[src/ffrrc_pkg.sv]
// shared types and constants of the fifo fill resampling ratio control
package ffrrc_pkg;

    localparam int STEP_W = 6;
    localparam int SPEED_W = 29;
    localparam logic [SPEED_W-1:0] SPEED_MAX = 29'h1FFF_FFFF;

    typedef enum logic [2:0] {
        ACT_NO_DEVICE = 3'd0,
        ACT_FLUSHED   = 3'd1,
        ACT_PRIMING   = 3'd2,
        ACT_SCRATCH   = 3'd3,
        ACT_UNDERRUN  = 3'd4,
        ACT_PLAY      = 3'd5
    } t_action;

    typedef enum logic [3:0] {
        ST_IDLE,
        ST_BASE,
        ST_TGT,
        ST_EVAL,
        ST_SMOOTH,
        ST_RATIO,
        ST_RDIV,
        ST_ADJMUL,
        ST_ADJSTART,
        ST_ADJDIV,
        ST_NEED,
        ST_FIN,
        ST_DONE
    } t_state;

    typedef struct packed {
        logic              start;
        logic [STEP_W-1:0] steps;
    } t_div_req;

endpackage

[src/fifo_fill_resample_ratio_control.sv]
// top level: fifo fill driven resampling ratio control with apb registers
// One request per output block. A request without a device (dest_rate or
// output_channels zero) goes straight to the done state, and o_valid rises once
// the output register is free. Any other request runs five passes of the shared
// bit-serial divider, one quotient bit a cycle: the base ratio (43), the latency
// target (21+FRACTION_BITS), the smoothing step (14+FRACTION_BITS), the fill
// error ratio (24, skipped when the error is at least the larger of the target
// and one sample) and the speed trim (30); a request that stays priming ends
// after the target pass. The next request is accepted once the result has moved
// to the output register, even while it waits there.
module fifo_fill_resample_ratio_control
    import ffrrc_pkg::*;
#(
    parameter int FIFO_DEPTH    = 8192,
    parameter int FRACTION_BITS = 16
) (
    input  logic        i_clk,
    input  logic        i_rst_n,
    input  logic        i_valid,
    output logic        o_ready,
    input  logic        i_restart,
    input  logic [13:0] i_fifo_fill,
    input  logic [12:0] i_block_samples,
    input  logic [6:0]  i_output_channels,
    output logic        o_valid,
    input  logic        i_ready,
    output logic [2:0]  o_action,
    output logic [13:0] o_discard_count,
    output logic [14:0] o_read_count,
    output logic [28:0] o_speed,
    input  logic        psel,
    input  logic        penable,
    input  logic        pwrite,
    input  logic [3:0]  paddr,
    input  logic [31:0] pwdata,
    output logic [31:0] prdata,
    output logic        pready
);

    localparam int F  = FRACTION_BITS;
    localparam int SW = 14 + F;
    localparam int TW = 19 + F;
    localparam int RW = TW + 1;
    localparam int DW = (21 + F > 43) ? 21 + F : 43;
    localparam int PW = 54;

    t_state       r_state, n_state;
    logic [18:0]  r_src, r_dst;
    logic [12:0]  r_dblk;
    logic [14:0]  r_scr;
    logic         r_pending, n_pending, r_priming, n_priming;
    logic [SW-1:0] r_smooth, n_smooth;
    logic         r_restart, n_restart;
    logic [13:0]  r_ready, n_ready, r_disc, n_disc;
    logic [12:0]  r_samples, n_samples;
    logic [28:0]  r_base, n_base, r_speed, n_speed;
    logic [TW-1:0] r_target, n_target;
    logic         r_dneg, n_dneg, r_neg, n_neg;
    logic [24:0]  r_ratio, n_ratio;
    logic [PW-1:0] r_prod;
    t_action      r_res_act, n_res_act;
    logic [13:0]  r_res_disc, n_res_disc;
    logic [14:0]  r_res_read, n_res_read;
    logic [28:0]  r_res_speed, n_res_speed;
    logic         r_out_valid;
    logic [2:0]   r_o_act;
    logic [13:0]  r_o_disc;
    logic [14:0]  r_o_read;
    logic [28:0]  r_o_speed;
    logic         load_out;

    t_div_req      div_req;
    logic [RW-1:0] div_init, div_dsor, div_rem;
    logic [DW-1:0] div_dvd, div_quot;
    logic          div_fin;

    logic [28:0]  mul_a;
    logic [24:0]  mul_b;

    ffrrc_div #(.DW(DW), .RW(RW)) u_div (
        .i_clk      (i_clk),
        .i_rst_n    (i_rst_n),
        .i_req      (div_req),
        .i_init_rem (div_init),
        .i_dividend (div_dvd),
        .i_divisor  (div_dsor),
        .o_fin      (div_fin),
        .o_quot     (div_quot),
        .o_rem      (div_rem)
    );

    // apb registers
    assign pready = 1'b1;
    always_comb begin
        unique case (paddr[3:2])
            2'd0: prdata = {13'b0, r_src};
            2'd1: prdata = {13'b0, r_dst};
            2'd2: prdata = {19'b0, r_dblk};
            2'd3: prdata = {17'b0, r_scr};
        endcase
    end

    always_ff @(posedge i_clk) begin
        if (!i_rst_n) begin
            r_src  <= 19'd48000;
            r_dst  <= 19'd0;
            r_dblk <= 13'd512;
            r_scr  <= 15'd8192;
        end else if (psel && penable && pwrite) begin
            unique case (paddr[3:2])
                2'd0: r_src  <= pwdata[18:0];
                2'd1: r_dst  <= pwdata[18:0];
                2'd2: r_dblk <= pwdata[12:0];
                2'd3: r_scr  <= pwdata[14:0];
            endcase
        end
    end

    // shared multiplier
    always_comb begin
        mul_a = (r_state == ST_NEED) ? r_speed : r_base;
        unique case (r_state)
            ST_ADJMUL: mul_b = r_ratio;
            ST_NEED:   mul_b = {12'b0, r_samples};
            default:   mul_b = {12'b0, r_dblk};
        endcase
    end

    always_ff @(posedge i_clk) begin
        r_prod <= PW'(mul_a) * PW'(mul_b);
    end

    always_comb begin
        logic          flushed;
        logic [13:0]   v_ready, v_disc;
        logic          v_pri;
        logic [SW-1:0] v_s, v_readyf;
        logic [TW-1:0] keep;
        logic [SW:0]   diff;
        logic [SW-1:0] dmag, q_s;
        logic [TW-1:0] denom, emag;
        logic [29:0]   sum_sp;
        logic [PW:0]   need_raw;
        logic [19:0]   needed;

        n_state     = r_state;
        n_pending   = r_pending;
        n_priming   = r_priming;
        n_smooth    = r_smooth;
        n_restart   = r_restart;
        n_ready     = r_ready;
        n_disc      = r_disc;
        n_samples   = r_samples;
        n_base      = r_base;
        n_speed     = r_speed;
        n_target    = r_target;
        n_dneg      = r_dneg;
        n_neg       = r_neg;
        n_ratio     = r_ratio;
        n_res_act   = r_res_act;
        n_res_disc  = r_res_disc;
        n_res_read  = r_res_read;
        n_res_speed = r_res_speed;
        div_req     = '0;
        div_init    = '0;
        div_dvd     = '0;
        div_dsor    = '0;
        load_out    = 1'b0;
        o_ready     = 1'b0;

        flushed  = r_pending | r_restart;
        v_ready  = r_ready;
        v_disc   = '0;
        v_pri    = r_priming;
        v_s      = r_smooth;
        v_readyf = '0;
        keep     = '0;
        diff     = '0;
        dmag     = '0;
        q_s      = div_quot[SW-1:0];
        denom    = (r_target > TW'(1 << F)) ? r_target : TW'(1 << F);
        emag     = '0;
        sum_sp   = {1'b0, r_base} + {1'b0, div_quot[28:0]};
        need_raw = {1'b0, r_prod} + (PW+1)'(24'hFF_FFFF);
        needed   = 20'(need_raw[PW:24]) + 20'd8;

        unique case (r_state)
            ST_IDLE: begin
                o_ready = 1'b1;
                if (i_valid) begin
                    n_restart = i_restart;
                    n_samples = i_block_samples;
                    n_ready   = ({3'b0, i_fifo_fill} > 17'(FIFO_DEPTH))
                              ? 14'(FIFO_DEPTH) : i_fifo_fill;
                    if (i_output_channels == '0 || r_dst == '0) begin
                        n_pending   = r_pending | i_restart;
                        n_res_act   = ACT_NO_DEVICE;
                        n_res_disc  = '0;
                        n_res_read  = '0;
                        n_res_speed = '0;
                        n_state     = ST_DONE;
                    end else begin
                        div_req.start = 1'b1;
                        div_req.steps = STEP_W'(43);
                        div_dvd  = DW'({r_src, 24'b0}) << (DW - 43);
                        div_dsor = RW'(r_dst);
                        n_state  = ST_BASE;
                    end
                end
            end
            ST_BASE: begin
                if (div_fin) begin
                    n_base = (div_quot[DW-1:29] != '0) ? SPEED_MAX : div_quot[28:0];
                    div_req.start = 1'b1;
                    div_req.steps = STEP_W'(21 + F);
                    div_dvd  = DW'({21'(r_src * 2'd3), F'(0)}) << (DW - 21 - F);
                    div_dsor = RW'(200);
                    n_state  = ST_TGT;
                end
            end
            ST_TGT: begin
                if (div_fin) begin
                    n_target = TW'(div_quot) + TW'(r_prod >> (24 - F));
                    n_state  = ST_EVAL;
                end
            end
            ST_EVAL: begin
                n_pending = 1'b0;
                if (flushed) begin
                    v_disc  = r_ready;
                    v_ready = '0;
                    v_pri   = 1'b1;
                end
                v_readyf = SW'(v_ready) << F;
                if (v_pri && TW'(v_readyf) < r_target) begin
                    n_priming   = 1'b1;
                    n_res_act   = flushed ? ACT_FLUSHED : ACT_PRIMING;
                    n_res_disc  = v_disc;
                    n_res_read  = '0;
                    n_res_speed = '0;
                    n_state     = ST_DONE;
                end else begin
                    if (v_pri) begin
                        v_pri = 1'b0;
                        v_s   = v_readyf;
                    end
                    if ((TW+2)'(v_readyf) > {r_target, 2'b0}) begin
                        keep     = r_target >> F;
                        v_disc   = v_disc + (v_ready - keep[13:0]);
                        v_ready  = keep[13:0];
                        v_readyf = SW'(v_ready) << F;
                        v_s      = v_readyf;
                    end
                    diff = {1'b0, v_readyf} - {1'b0, v_s};
                    dmag = diff[SW] ? SW'(-diff) : diff[SW-1:0];
                    n_priming = v_pri;
                    n_smooth  = v_s;
                    n_ready   = v_ready;
                    n_disc    = v_disc;
                    n_dneg    = diff[SW];
                    div_req.start = 1'b1;
                    div_req.steps = STEP_W'(SW);
                    div_dvd  = DW'(dmag) << (DW - SW);
                    div_dsor = RW'(20);
                    n_state  = ST_SMOOTH;
                end
            end
            ST_SMOOTH: begin
                if (div_fin) begin
                    if (r_dneg) begin
                        n_smooth = r_smooth - (q_s + SW'(div_rem != '0));
                    end else begin
                        n_smooth = r_smooth + q_s;
                    end
                    n_state = ST_RATIO;
                end
            end
            ST_RATIO: begin
                n_neg = TW'(r_smooth) < r_target;
                emag  = n_neg ? r_target - TW'(r_smooth) : TW'(r_smooth) - r_target;
                if (emag >= denom) begin
                    n_ratio = 25'h100_0000;
                    n_state = ST_ADJMUL;
                end else begin
                    div_req.start = 1'b1;
                    div_req.steps = STEP_W'(24);
                    div_init = RW'(emag);
                    div_dsor = RW'(denom);
                    n_state  = ST_RDIV;
                end
            end
            ST_RDIV: begin
                if (div_fin) begin
                    n_ratio = div_quot[24:0];
                    n_state = ST_ADJMUL;
                end
            end
            ST_ADJMUL: n_state = ST_ADJSTART;
            ST_ADJSTART: begin
                div_req.start = 1'b1;
                div_req.steps = STEP_W'(30);
                div_dvd  = DW'(r_prod[53:24]) << (DW - 30);
                div_dsor = RW'(250);
                n_state  = ST_ADJDIV;
            end
            ST_ADJDIV: begin
                if (div_fin) begin
                    if (r_neg) begin
                        n_speed = r_base - div_quot[28:0];
                    end else begin
                        n_speed = sum_sp[29] ? SPEED_MAX : sum_sp[28:0];
                    end
                    n_state = ST_NEED;
                end
            end
            ST_NEED: n_state = ST_FIN;
            ST_FIN: begin
                n_res_disc  = r_disc;
                n_res_speed = r_speed;
                n_res_read  = '0;
                priority if (needed > 20'(r_scr)) begin
                    n_res_act = ACT_SCRATCH;
                end else if (20'(r_ready) < needed) begin
                    n_priming = 1'b1;
                    n_res_act = ACT_UNDERRUN;
                end else begin
                    n_res_act  = ACT_PLAY;
                    n_res_read = needed[14:0];
                end
                n_state = ST_DONE;
            end
            ST_DONE: begin
                if (!r_out_valid || i_ready) begin
                    load_out = 1'b1;
                    n_state  = ST_IDLE;
                end
            end
            default: n_state = ST_IDLE;
        endcase
    end

    always_ff @(posedge i_clk) begin
        if (!i_rst_n) begin
            r_state     <= ST_IDLE;
            r_pending   <= 1'b0;
            r_priming   <= 1'b1;
            r_smooth    <= '0;
            r_out_valid <= 1'b0;
        end else begin
            r_state   <= n_state;
            r_pending <= n_pending;
            r_priming <= n_priming;
            r_smooth  <= n_smooth;
            if (load_out) begin
                r_out_valid <= 1'b1;
            end else if (i_ready) begin
                r_out_valid <= 1'b0;
            end
        end
        r_restart   <= n_restart;
        r_ready     <= n_ready;
        r_disc      <= n_disc;
        r_samples   <= n_samples;
        r_base      <= n_base;
        r_speed     <= n_speed;
        r_target    <= n_target;
        r_dneg      <= n_dneg;
        r_neg       <= n_neg;
        r_ratio     <= n_ratio;
        r_res_act   <= n_res_act;
        r_res_disc  <= n_res_disc;
        r_res_read  <= n_res_read;
        r_res_speed <= n_res_speed;
        if (load_out) begin
            r_o_act   <= r_res_act;
            r_o_disc  <= r_res_disc;
            r_o_read  <= r_res_read;
            r_o_speed <= r_res_speed;
        end
    end

    assign o_valid         = r_out_valid;
    assign o_action        = r_o_act;
    assign o_discard_count = r_o_disc;
    assign o_read_count    = r_o_read;
    assign o_speed         = r_o_speed;

endmodule

[src/ffrrc_div.sv]
// bit-serial restoring divider, one quotient bit per cycle
module ffrrc_div
    import ffrrc_pkg::*;
#(
    parameter int DW = 43,
    parameter int RW = 36
) (
    input  logic          i_clk,
    input  logic          i_rst_n,
    input  t_div_req      i_req,
    input  logic [RW-1:0] i_init_rem,
    input  logic [DW-1:0] i_dividend,
    input  logic [RW-1:0] i_divisor,
    output logic          o_fin,
    output logic [DW-1:0] o_quot,
    output logic [RW-1:0] o_rem
);

    logic [STEP_W-1:0] r_cnt, n_cnt;
    logic              r_fin, n_fin;
    logic [RW-1:0]     r_rem, n_rem, r_dsor, n_dsor;
    logic [DW-1:0]     r_dvd, n_dvd, r_quot, n_quot;
    logic [RW-1:0]     trial;

    always_comb begin
        trial  = {r_rem[RW-2:0], r_dvd[DW-1]};
        n_cnt  = r_cnt;
        n_fin  = 1'b0;
        n_rem  = r_rem;
        n_dsor = r_dsor;
        n_dvd  = r_dvd;
        n_quot = r_quot;
        if (i_req.start) begin
            n_cnt  = i_req.steps;
            n_rem  = i_init_rem;
            n_dsor = i_divisor;
            n_dvd  = i_dividend;
            n_quot = '0;
        end else if (r_cnt != '0) begin
            n_cnt = r_cnt - 1'b1;
            n_fin = (r_cnt == STEP_W'(1));
            n_dvd = {r_dvd[DW-2:0], 1'b0};
            if (trial >= r_dsor) begin
                n_rem  = trial - r_dsor;
                n_quot = {r_quot[DW-2:0], 1'b1};
            end else begin
                n_rem  = trial;
                n_quot = {r_quot[DW-2:0], 1'b0};
            end
        end
    end

    always_ff @(posedge i_clk) begin
        if (!i_rst_n) begin
            r_cnt <= '0;
            r_fin <= 1'b0;
        end else begin
            r_cnt <= n_cnt;
            r_fin <= n_fin;
        end
        r_rem  <= n_rem;
        r_dsor <= n_dsor;
        r_dvd  <= n_dvd;
        r_quot <= n_quot;
    end

    assign o_fin  = r_fin;
    assign o_quot = r_quot;
    assign o_rem  = r_rem;

endmodule

[config.mk]
export PLATFORM = sky130hd
export DESIGN_NAME = fifo_fill_resample_ratio_control
export DESIGN_NICKNAME = d
export VERILOG_FILES = /design/src/ffrrc_pkg.sv /design/src/fifo_fill_resample_ratio_control.sv /design/src/ffrrc_div.sv
export SDC_FILE = /design/constraint.sdc
export NUM_CORES = 2
export LEC_CHECK = 0
export BUFFER_PORTS_ARGS = -buffer_cell sky130_fd_sc_hd__buf_2
export CAP_MARGIN = 10
export CORE_UTILIZATION = 40
export CTS_CLUSTER_SIZE = 8
export DETAILED_ROUTE_END_ITERATION = 7
export GPL_TIMING_DRIVEN = 0
export PLACE_DENSITY = 0.63
export SYNTH_ARGS = -nofsm -noshare
export SYNTH_HDL_FRONTEND = slang
export SYNTH_HIERARCHICAL = 1
export SYNTH_SLANG_ARGS = --single-unit
export TNS_END_PERCENT = 100
[constraint.sdc]
create_clock -name i_clk -period 14 [get_ports i_clk]
set_input_delay 0.7 -clock i_clk [delete_from_list [all_inputs] [get_ports i_clk]]
set_output_delay 0.7 -clock i_clk [all_outputs]
set_load 0.005 [all_outputs]
Yosys cells after proc, flatten, opt, wreduce, memory -nomap -nowiden. Cells that the tools add are included.

Word-level logic and storage cells: 237. Input port bits: 78. Bits in registers: 606. Output and inout port bits: 96.

$lt $le $gt $ge: 9. Equality and inequality tests: 29. Bitwise logic cells: 5. Mux-type cells: 105. Multiply operators: 2. Reductions and logical operators: 37. $add $sub $neg: 16.

Operators with widths (number): $mux 30 (11); $mux 43 (6); $mux 35 (5); $pmux 35 s5 (1); $mux 29 (6); $pmux 43 s4 (1); $mux 14 (12); $pmux 32 s4 (1); $mux 36 (3); $pmux 25 s2 (2); $pmux 29 s3 (1); $mux 15 (5); $lt 30x35->1 (2); $pmux 30 s2 (1); $mul 29x25->54 (1); $pmux 4 s13 (1); $mux 25 (2); $pmux 15 s3 (1); $add 44x24->44 const B (1); $pmux 14 s3 (1); $mux 19 (2); $gt 30x37->1 (1); $ge 36x36->1 (1); $mux 4 (9); other kinds (60) (126).

Longest topological paths before layout.
Word-level depth: 13. Mapped depth: 38. Mapped depth without buffers: 34.

Hierarchy. Netlist, hierarchy kept.

Modules (own cells, without submodules): fifo_fill_resample_ratio_control (area an instance 57888.0 µm², times used 1, cells each 6772); ffrrc_div (area an instance 8817.2 µm², times used 1, cells each 866).

Worst setup path before layout. No wires, ideal clock.

Kind: reg2reg. From: register r_state[0]. To: register r_prod[53]. Setup slack: 4.953 ns. Data arrival time: 8.918 ns. Stages on the path, launching flop included: 34. Library setup time: 0.129 ns. Cells stage by stage: dfxtp_1 nand2b_1 clkbuf_1 nor2_1 clkbuf_1 clkbuf_1 clkbuf_1 mux2i_1 clkbuf_1 nor2_1 fa_1 fa_1 inv_1 fa_1 fa_1 inv_1 fa_1 fa_1 inv_1 fa_1 inv_1 ha_1 a21o_1 a21o_1 a21oi_1 o221a_2 o21ai_1 a221o_1 a21oi_1 o21ai_1 a211o_1 a2111oi_0 o41ai_1 xnor2_1.

Longest elaborated chain between the ends: 3. Elaborated cells on any way between the ends: 5.

Ends and longest elaborated chain: start, declared (line fifo_fill_resample_ratio_control.sv:47) `t_state r_state, n_state;`; start signal, assigned (line fifo_fill_resample_ratio_control.sv:350) `r_state <= n_state;`; $eq 4x4->1 or $eq 4x3->1 (tied branches) (line fifo_fill_resample_ratio_control.sv:121, fifo_fill_resample_ratio_control.sv:122); $pmux 25 s2 or $mux 29 (tied branches) (line fifo_fill_resample_ratio_control.sv:122, fifo_fill_resample_ratio_control.sv:121); $mul 29x25->54 * (line fifo_fill_resample_ratio_control.sv:130) `r_prod <= PW'(mul_a) * PW'(mul_b);`; end signal, assigned (line fifo_fill_resample_ratio_control.sv:130); end, declared (line fifo_fill_resample_ratio_control.sv:60) `logic [PW-1:0] r_prod;`.

Mark *: on every way between the ends. The rest lies on a longest branch, timed or not. A chain may end at the register's enable or synchronous reset.

Worst setup path after layout.
From: register r_state[3]. To: register r_prod[53].

The elaborated chain is that of the path after synthesis.

==> out/metrics.yaml <==
finalPower_mw: 11.1
fin_nets: 9238
yosys_warnings: 6
avgViaCountPerCell: 5.82
swShare_pct: 46.6
setup_tns_ns: 0
hpwl_um: 224000
cp_top_family: "adder cells"
slowest_stage: "mux2i_1"
final_common_cell: "inv_1"
ys_types: 107
critPathRequiredTime_ns: 14.63
seq_area_um2: 16100
critPathLaunchType: "flop"
grt_start_max_net_pins: 65
grt_pass1_wl_um: 392000
r2r_setup_slack_ns: 1.45
final_area_um2: 73400
rows: 149
maxCapViolCount: 1
cp_num_buf_inv: 8
multi_input_area_um2: 45300
endpoint_kind: "flop"
drtIter0Drc: 6740
hold_path.class: "in -> reg"
slew_headroom_pct: -1.89
cts_tree: "done"
cts_resized: 0
yosysSeqAreaShare_pct: 24.2
p_clk_share_pct: 19.2
violations: "design-rule violations, max-capacitance violations, max-slew violations"
setup_ws_ns: 1.45
area_delta_synth_final_pct: 10.0
finalHoldViolations: 0
ir_worst_vdd_v: 0.000138
clk_latency_ns: 0.76
placed_cell_area_um2: 70600
grt_remaining_overflow: 0
drive_gt1_share_pct: 5.74
cellPowerDensity_nw_per_um2: 152
numCtsBuffers: 89
cp_max_fo: 10
period_share_pct: 89.6
route.vias.total: 59200
rsz0062_at_grt: "false"
die_area_um2: 168000
post_cts_buffers: 0
critPathMostFrequentCell: "fa_1"
avgSynthCellArea_um2: 8.73
status: "finished, violations left"
slew_viol_final: 1
place_ws_ns: 1.89
clock-sinks: 606
synth_ff_type: "edfxtp_1"
die_w_um: 410
p_seq_share_pct: 25.5
wl_per_cell_um: 26.8
syn_inst: 7638
grtUsageTotal_pct: 31.9
intPower_mw: 5.96
hold_buffers: 0
ant_nets: 0
drt_pre_antenna_iters: 8
drc: 36
wl_um: 273000
critPathKind: "reg -> reg"
min_period_ns: 12.55
synth_area_um2: 66700
synth-edff-count: 399
layout_common_cells: "inv_1, nand2_1, nor2_1"
io_pins: 174
slowest_delay_ns: 1.27
cts_buffer_depth: 3
coreArea_um2: 165000
skew_ns: 0.0668
comb_power_share_pct: 55.3
grt_pass1_vias: 57600
fp.dieH_um: 410
p_leak_nw: 33.1
start_util_pct: 40.4
cts_root_buffer: "clkbuf_16"
synthArstFlopShare_pct: 0
fmax_mhz: 79.7
clkTransAtPathRegs_ns: 0.06
setup_viol: 0
crit_arrival_ns: 13.18
htreeDepth: 3
antenna_found_initial: 14
gp_congestion: 1.05
worst_pin_slew_ns: 1.49
power_switching_mw: 5.19
n_fill_cell: 16400
synth_seq_cells: 606
port_buffers: 141
worst register-to-register path, delay by kind of cell (launching register included):
| kind | cells | cell delay (ns) |
|---|---|---|
| xor gates and xnor gates | 1 | 0.18 |
| DFF | 1 | 0.30 |
| AOI/OAI and AO/OA | 7 | 2.71 |
| muxes | 1 | 1.27 |
| adders and majority gates | 8 | 3.83 |
| and+or+nand+nor | 6 | 1.53 |
| buffers and inverters | 8 | 2.61 |
cells in the mapped netlist (13+ instances only):
library cell,instances,area (um2)
inv_1,1051,3950
nand2_1,863,3240
nor2_1,806,3030
fa_1,629,12600
ha_1,613,7670
a21oi_1,534,2670
edfxtp_1,399,12000
clkbuf_1,315,1180
o21ai_0,309,1550
dfxtp_1,207,4140
xnor2_1,199,1740
a21o_1,175,1310
nand3_1,93,465
nor3_1,93,465
nand2b_1,92,576
xor2_1,92,806
and2_1,82,513
mux2i_1,81,811
mux2_2,75,845
o21bai_1,61,458
nand4_1,59,369
nor2b_1,58,363
and3_1,49,307
nor4_1,44,275
a211oi_1,42,315
a22o_1,36,315
a31oi_1,36,225
o211ai_1,36,270
o21a_1,36,270
o31ai_1,32,240
a22oi_1,31,233
a221o_1,29,290
or3_1,24,150
o22ai_1,22,138
or2_2,22,138
o21ai_1,21,105
buf_1,19,71.3
a222oi_1,17,170
buf_4,14,105
a221oi_1,13,114
mux4_2,13,293
power groups by stage:
| stage | Combinational [mW] | Clock, mW | Sequential [mW] |
|---|---|---|---|
| 5_1_grt | 6.66 | 2.23 | 2.86 |
| 2_1_floorplan | 4.21 | 0 | 2.66 |
| 3_5_place_dp | 5.96 | 0 | 2.87 |
| 6_report | 6.16 | 2.14 | 2.84 |
| 4_1_cts | 6.01 | 2.17 | 2.84 |
| 3_3_place_gp | 5.84 | 0 | 2.91 |
stage by stage:
step | std cells | utilization [%] | hold slack [ns]
after floorplan | 7666 | - | 0.400
after global placement | 9996 | 42.5 | 0.401
after detailed placement | 10000 | 42.7 | 0.405
after CTS | 10200 | 44.4 | 0.174
after global routing | 10200 | 44.4 | 0.194
final | 10200 | 44.4 | 0.207
state kept, by name, summed over array words and instances, names as in the netlist, 30 cells and up:
signal	flops
r_prod	54
u_div/o_quot	43
u_div/r_dvd	43
u_div/o_rem	36
u_div/r_dsor	36
r_target	35
r_smooth	30
worst paths after layout:
check,startpoint,endpoint,depth (start not counted)
max,r_state[3]$_SDFFE_PN0P_,r_prod[53]$_DFF_P_,31
min,i_restart,r_restart$_DFFE_PP_,1
max reg2reg,r_state[3]$_SDFFE_PN0P_,r_prod[53]$_DFF_P_,31
min reg2reg,r_res_speed[22]$_SDFFCE_PN0P_,o_speed[22]$_DFFE_PP_,0
area by class of cell:
class	instances	area share, %
Sequential cell	606	22.0
Clock inverter	11	0.314
Antenna cell	4	0.0136
Timing Repair Buffer	161	1.37
Inverter	1056	5.40
Tap cell	2189	3.73
Buffer	364	2.01
Clock buffer	146	3.44
Multi-Input combinational cell	5640	61.7
cells by family (layout without fill, tap and decap cells):
family,count (synthesis),count (layout),synth area share [%]
buffers and inverters,1420,1738,8.16
and+or+nand+nor,2345,2345,15.6
muxes,169,169,2.92
other,2,34,0.0113
DFF,606,606,24.2
AOI/OAI and AO/OA,1562,1562,14.9
adders and majority gates,1243,1243,30.4
xor gates and xnor gates,291,291,3.82
metal layers:
| metal | up-vias | GRT usage, % | wire (um) |
|---|---|---|---|
| li1 | 26100 | - | - |
| met2 | 3282 | 49.5 | 119000 |
| met1 | 29000 | 40.3 | 105000 |
| met4 | 10 | 20.6 | 21200 |
| met3 | 820 | 6.77 | 27100 |
| met5 | - | 0 | 67 |
(Power assumes the default switching activity.)
